$ cat src/b64sd_pkg.sv
package b64sd_pkg;

  localparam int CHAR_W   = 8;
  localparam int SEXTET_W = 6;
  localparam int BYTE_W   = 8;

  localparam logic [CHAR_W-1:0] PAD_CHAR = 8'h3D;
  localparam logic [CHAR_W-1:0] NUL_CHAR = 8'h00;

  // Position of the next character within its group of four
  typedef enum logic [3:0] {
    SLOT_0 = 4'b0001,
    SLOT_1 = 4'b0010,
    SLOT_2 = 4'b0100,
    SLOT_3 = 4'b1000
  } slot_t;

  typedef struct packed {
    logic [SEXTET_W-1:0] sextet;
    logic                bad;
  } sextet_t;

  // Alphabet lookup; NUL reads as 0 unflagged, anything else outside it reads as 63 and is flagged
  function automatic sextet_t char_to_sextet(input logic [CHAR_W-1:0] ch);
    sextet_t r;
    r.bad    = 1'b0;
    r.sextet = 6'd63;
    case (ch) inside
      [8'h41:8'h5A]: r.sextet = 6'(ch - 8'h41);
      [8'h61:8'h7A]: r.sextet = 6'(ch - 8'h47);
      [8'h30:8'h39]: r.sextet = 6'(ch + 8'h04);
      8'h2B:         r.sextet = 6'd62;
      8'h2F:         r.sextet = 6'd63;
      NUL_CHAR:      r.sextet = 6'd0;
      default:       r.bad    = 1'b1;
    endcase
    return r;
  endfunction

endpackage

$ cat src/b64sd_char_if.sv
interface b64sd_char_if;
  import b64sd_pkg::*;

  logic              valid;
  logic              ready;
  logic [CHAR_W-1:0] char_code;

  modport source (output valid, output char_code, input ready);
  modport sink   (input valid, input char_code, output ready);

endinterface

$ cat src/b64sd_byte_if.sv
interface b64sd_byte_if;
  import b64sd_pkg::*;

  logic              valid;
  logic              ready;
  logic [BYTE_W-1:0] data_byte;
  logic              bad_symbol;
  logic              end_of_text;

  modport source (output valid, output data_byte, output bad_symbol, output end_of_text,
                  input ready);
  modport sink   (input valid, input data_byte, input bad_symbol, input end_of_text,
                  output ready);

endinterface

$ cat src/base64_stream_decoder.sv
// A byte appears in the output register in the cycle after its character transfer.
// Throughput: one character per cycle; the single output register takes a new result
// in the same cycle its current one is taken, so input stalls only on output back-pressure.
// Reset (rst, synchronous, active high): group position back to the first slot, held
// sextet and skip flag cleared, output register emptied.
module base64_stream_decoder (
  input  logic            clk,
  input  logic            rst,
  b64sd_char_if.sink      char_in,
  b64sd_byte_if.source    byte_out
);
  import b64sd_pkg::*;

  slot_t               group_slot, group_slot_next;
  logic [SEXTET_W-1:0] held_sextet, held_sextet_next;
  logic                skip_rest, skip_rest_next;

  logic                out_valid;
  logic [BYTE_W-1:0]   data_byte;
  logic                bad_symbol;
  logic                end_of_text;

  logic                accept;
  logic                emit;
  logic                term;
  logic                is_pad;
  logic [BYTE_W-1:0]   byte_next;
  sextet_t             sx;

  // Take a character whenever the output register is free or being emptied
  assign char_in.ready = !out_valid || byte_out.ready;
  assign accept        = char_in.valid && char_in.ready;

  assign sx     = char_to_sextet(char_in.char_code);
  assign is_pad = (char_in.char_code == PAD_CHAR);

  // Slot decode: next state and the byte this character produces
  always_comb begin
    group_slot_next  = group_slot;
    held_sextet_next = held_sextet;
    skip_rest_next   = skip_rest;
    emit             = 1'b0;
    term             = 1'b0;
    byte_next        = '0;
    case (group_slot)
      SLOT_0: begin
        if (char_in.char_code == NUL_CHAR) begin
          // end of text: terminator, group stays at its start
          emit             = 1'b1;
          term             = 1'b1;
          held_sextet_next = '0;
          skip_rest_next   = 1'b0;
        end else begin
          held_sextet_next = sx.sextet;
          group_slot_next  = SLOT_1;
        end
      end
      SLOT_1: begin
        emit             = 1'b1;
        byte_next        = {held_sextet, sx.sextet[5:4]};
        held_sextet_next = sx.sextet;
        group_slot_next  = SLOT_2;
      end
      SLOT_2: begin
        if (is_pad) begin
          skip_rest_next = 1'b1;
        end else begin
          emit             = 1'b1;
          byte_next        = {held_sextet[3:0], sx.sextet[5:2]};
          held_sextet_next = sx.sextet;
        end
        group_slot_next = SLOT_3;
      end
      SLOT_3: begin
        // after padding in slot 2 the last character is dropped
        if (!skip_rest && !is_pad) begin
          emit      = 1'b1;
          byte_next = {held_sextet[1:0], sx.sextet};
        end
        skip_rest_next  = 1'b0;
        group_slot_next = SLOT_0;
      end
      default: begin
        group_slot_next = SLOT_0;
        skip_rest_next  = 1'b0;
      end
    endcase
  end

  // Group state
  always_ff @(posedge clk) begin
    if (rst) begin
      group_slot  <= SLOT_0;
      held_sextet <= '0;
      skip_rest   <= 1'b0;
    end else if (accept) begin
      group_slot  <= group_slot_next;
      held_sextet <= held_sextet_next;
      skip_rest   <= skip_rest_next;
    end
  end

  // Output register valid
  always_ff @(posedge clk) begin
    if (rst) begin
      out_valid <= 1'b0;
    end else if (accept) begin
      out_valid <= emit;
    end else if (byte_out.ready) begin
      out_valid <= 1'b0;
    end
  end

  // Output register payload
  always_ff @(posedge clk) begin
    if (accept && emit) begin
      data_byte   <= byte_next;
      bad_symbol  <= sx.bad && !term;
      end_of_text <= term;
    end
  end

  assign byte_out.valid       = out_valid;
  assign byte_out.data_byte   = data_byte;
  assign byte_out.bad_symbol  = bad_symbol;
  assign byte_out.end_of_text = end_of_text;

endmodule

$ cat src/flat_wrapper.sv
// flat-port wrapper written by rule: the top's interface ports become plain ports
module base64_stream_decoder_flat import b64sd_pkg::*;
  (clk, rst, char_in_valid, char_in_char_code, char_in_ready, byte_out_valid, byte_out_data_byte, byte_out_bad_symbol, byte_out_end_of_text, byte_out_ready);
  b64sd_char_if char_in_i ();
  b64sd_byte_if byte_out_i ();
  input  logic clk;
  input  logic rst;
  input wire logic [$bits(char_in_i.valid)-1:0] char_in_valid;
  input wire logic [$bits(char_in_i.char_code)-1:0] char_in_char_code;
  output wire logic [$bits(char_in_i.ready)-1:0] char_in_ready;
  output wire logic [$bits(byte_out_i.valid)-1:0] byte_out_valid;
  output wire logic [$bits(byte_out_i.data_byte)-1:0] byte_out_data_byte;
  output wire logic [$bits(byte_out_i.bad_symbol)-1:0] byte_out_bad_symbol;
  output wire logic [$bits(byte_out_i.end_of_text)-1:0] byte_out_end_of_text;
  input wire logic [$bits(byte_out_i.ready)-1:0] byte_out_ready;
  assign char_in_i.valid = char_in_valid;
  assign char_in_i.char_code = char_in_char_code;
  assign char_in_ready = char_in_i.ready;
  assign byte_out_valid = byte_out_i.valid;
  assign byte_out_data_byte = byte_out_i.data_byte;
  assign byte_out_bad_symbol = byte_out_i.bad_symbol;
  assign byte_out_end_of_text = byte_out_i.end_of_text;
  assign byte_out_i.ready = byte_out_ready;
  base64_stream_decoder u_core (.clk(clk), .rst(rst), .char_in(char_in_i), .byte_out(byte_out_i));
endmodule
$ cat config.mk
export PLATFORM = sky130hd
export DESIGN_NAME = base64_stream_decoder_flat
export DESIGN_NICKNAME = d
export VERILOG_FILES = /design/src/b64sd_pkg.sv /design/src/b64sd_char_if.sv /design/src/b64sd_byte_if.sv /design/src/base64_stream_decoder.sv /design/src/flat_wrapper.sv
export SDC_FILE = /design/constraint.sdc
export NUM_CORES = 1
export LEC_CHECK = 0
export BUFFER_PORTS_ARGS = -buffer_cell sky130_fd_sc_hd__buf_2
export CAP_MARGIN = 20
export CORE_UTILIZATION = 56
export DETAILED_ROUTE_END_ITERATION = 6
export PLACE_DENSITY_LB_ADDON = 0.3
export SLEW_MARGIN = 20
export SYNTH_ARGS = -nofsm -noshare
export SYNTH_HDL_FRONTEND = slang
export SYNTH_SLANG_ARGS = --single-unit
$ cat constraint.sdc
create_clock -name clk -period 3.65 [get_ports clk]
set_input_delay 0.73 -clock clk [delete_from_list [all_inputs] [get_ports clk]]
set_output_delay 0.73 -clock clk [all_outputs]
set_load 0.02 [all_outputs]
==> results.sh <==
export IMPL_finalHoldViolations=0
export IMPL_drtIter0Drc=68
export IMPL_maxCapViolations=0
export IMPL_cts_inserted_buffers=3
export IMPL_slew_headroom=0.639
export IMPL_ys_types=56
export IMPL_worst_slew_pin_slew_ns=0.539
export IMPL_fin_crit_sh=0.735
export IMPL_ios=24
export IMPL_cts_tree="built"
export IMPL_worstPathRequired_ns=3.69
export IMPL_cp_end_kind="flop"
export IMPL_finalSetupViolations=0
export IMPL_post_cts_resized=0
export IMPL_dr_pass1_iters=4
export IMPL_vias_per_cell=6.46
export IMPL_synth_xor_area_share=0.0329
export IMPL_synth_mux_area_frac=0.00626
export IMPL_min_from="u_core.held_sextet[5]"
export IMPL_dp_cells=224
export IMPL_fin_setup_tns_ns=0
export IMPL_drive_gt1_frac=0.218
export IMPL_critPathMaxFanout=12
export IMPL_layout_cells_non_filler=228
export IMPL_vias=1472
export IMPL_antenna_left=0
export IMPL_grt_pass1_vias=1398
export IMPL_reg2reg_from="u_core.group_slot[1]"
export IMPL_ys_seq_area_frac=0.338
export IMPL_period_minus_slack_ns=2.68
export IMPL_dp_hpwl_mm=2.78
export IMPL_syn_num_nets=196
export IMPL_fp_dieW_um=55.4
export IMPL_powerDensity_mw_per_mm2=327
export IMPL_synth_top_family_by_area="compound AO/OA/AOI/OAI gates"
export IMPL_netlist_area_mm2=0.00160
export IMPL_place_congestion=0.916
export IMPL_die_h_um=55.4
export IMPL_portBuffers=23
export IMPL_leakage_nw=0.709
export IMPL_worstSetupStartpointType="primary input"
export IMPL_htree_levels=1
export IMPL_hold_buffers=0
export IMPL_critPathKind="in2reg"
export IMPL_row_count=19
export IMPL_vdd_drop_max_uv=288
export IMPL_cp_startpoint="char_in_char_code[3]"
export IMPL_nets=218
export IMPL_synth_flop_cell="dfxtp_1"
export IMPL_post_cts_buffers=0
export IMPL_drcViolationCount=0
export IMPL_fmax_ghz=0.373
export IMPL_clock_sink_count=22
export IMPL_yosysWarningCount=0
export IMPL_synth_compound_area_share=0.264
export IMPL_die_area_mm2=0.00307
export IMPL_grt_max_degree=14
export IMPL_start_util=0.585
export IMPL_clk_latency_ns=0.32
export IMPL_wl_per_cell_um=15.8
export IMPL_rsz0062_at_grt="false"
export IMPL_area_growth_pct=10.9
export IMPL_hp_class="reg2reg"
export IMPL_finalClockSkew_ns=0.00179
export IMPL_drt_total_wl_mm=3.60
export IMPL_cp_arrival_ns=2.72
export IMPL_synth_edff_count=10
export IMPL_finalMaxSlewViolations=0
export IMPL_core_area_mm2=0.00273
export IMPL_status="finished, final reports clean"
export IMPL_synth_fa_ha_area_frac=0.0626
export IMPL_clockBufferDepth=2
export IMPL_track_usage=0.254
export IMPL_fillers=238
export IMPL_clk_pin_slew_worst_paths_ns=0.12
export IMPL_diodes=0
export IMPL_syn_avg_cell_area_um2=9.09
export IMPL_synthCells=176
export IMPL_grt_pass1_wl_mm=6.33
export IMPL_synth_simple_area_share=0.245
export IMPL_antenna_found_initial=0
export IMPL_overflow=0
export IMPL_async_reset_ff_frac=0
export IMPL_cts_root_buf="clkbuf_4"
export IMPL_seqCellArea_um2=541
export IMPL_synth_ff_latch_count=22
export IMPL_multi_input_area_um2=977
power breakdown:
group	internal, mW	switching, mW	total (mW)
Sequential	0.270	0.0137	0.283
Clock	0.111	0.0785	0.190
Combinational	0.0443	0.0634	0.108
Total	0.425	0.156	0.581
sequential cells by signal (all words and copies together), names as in the netlist:
register                     count
u_core.held_sextet               6
u_core.byte_out.end_of_text      1
u_core.group_slot                4
u_core.byte_out.valid            1
u_core.byte_out.data_byte        8
u_core.skip_rest                 1
u_core.byte_out.bad_symbol       1
Yosys cell counts (2+ instances only):
cell type | number | area [um^2]
a211oi_2 | 2 | 25.0
a21oi_1 | 10 | 50.1
a222oi_1 | 2 | 20.0
a22o_1 | 2 | 17.5
a22oi_1 | 3 | 22.5
a31oi_2 | 2 | 25.0
and2_1 | 2 | 12.5
buf_2 | 5 | 25.0
dfxtp_1 | 12 | 240
edfxtp_1 | 10 | 300
ha_1 | 8 | 100
inv_1 | 11 | 41.3
nand2_1 | 19 | 71.3
nand2b_1 | 2 | 12.5
nand3_1 | 4 | 20.0
nand3b_1 | 4 | 30.0
nand4_1 | 4 | 25.0
nor2_1 | 14 | 52.6
nor2b_1 | 3 | 18.8
nor3_1 | 2 | 10.0
o2111ai_1 | 2 | 17.5
o211ai_1 | 2 | 15.0
o21a_1 | 2 | 15.0
o21ai_0 | 10 | 50.1
o21ai_1 | 2 | 10.0
o221ai_1 | 3 | 26.3
xnor2_1 | 4 | 35.0
xor2_1 | 2 | 17.5
cell families after synthesis:
group | after synthesis
simple gates | 66
flops | 22
mux | 1
buf+inv | 18
fa+ha+maj | 8
xor+xnor | 6
compound gates | 55
stage by stage:
stage | util | hold slack [ns] | total power [mW] | setup slack (ns) | cell area (um^2)
detailed placement | 0.629 | 0.439 | 0.394 | 0.639 | 1720
global placement | 0.629 | 0.437 | 0.390 | 0.722 | 1720
CTS | 0.649 | 0.458 | 0.579 | 0.987 | 1770
finish | 0.649 | 0.461 | 0.581 | 0.968 | 1770
global route | 0.649 | 0.500 | 0.606 | 0.792 | 1770
floorplan | - | 0.425 | 0.362 | 0.876 | 1600
layer usage:
layer / global-route usage / share of wire
met2: 0.449 / 0.51
met1: 0.310 / 0.42
met4: 0.118 / 0.024
met5: 0 / 0
met3: 0.0234 / 0.045
area by class of cell:
| type | instances | area share |
|---|---|---|
| inverters | 11 | 0.0233 |
| repair buffers | 24 | 0.0692 |
| well taps | 31 | 0.0219 |
| multi-input cells | 136 | 0.551 |
| flip-flops and latches | 22 | 0.305 |
| clock inverters | 1 | 0.0169 |
| clock buffers | 3 | 0.0127 |
path summary, 6_finish.rpt:
kind	slack, ns	depth (start not counted)	to
setup / recovery	0.97	9	u_core.byte_out.data_byte[0]
hold reg to reg	0.46	2	u_core.held_sextet[5]
setup reg to reg	1.72	5	u_core.held_sextet[1]
hold / removal	0.46	2	u_core.held_sextet[5]
layout by cell type (no fill, tap or decap), drive strengths merged, types with 3 or more instances in the layout:
cell type   n
nor2       14
ha          8
a21oi      11
inv        11
xnor2       4
clkbuf      3
nand2      19
nand3       5
a31oi       3
and2        3
o21ai      12
edfxtp     10
buf        24
dfxtp      12
nand4       4
o221ai      3
nand3b      4
nor2b       3
a22oi       3
o211ai      3
a22o        3
worst max-delay path, stage by stage:
cell      delay [ns]
buf_2           0.16
inv_1           0.18
ha_1            0.22
nor4bb_1        0.29
nand2_1         0.33
nor2_1          0.26
nor3_1          0.07
a21oi_1         0.25
buf_4           0.23
Power figures use the tool's default switching activity.
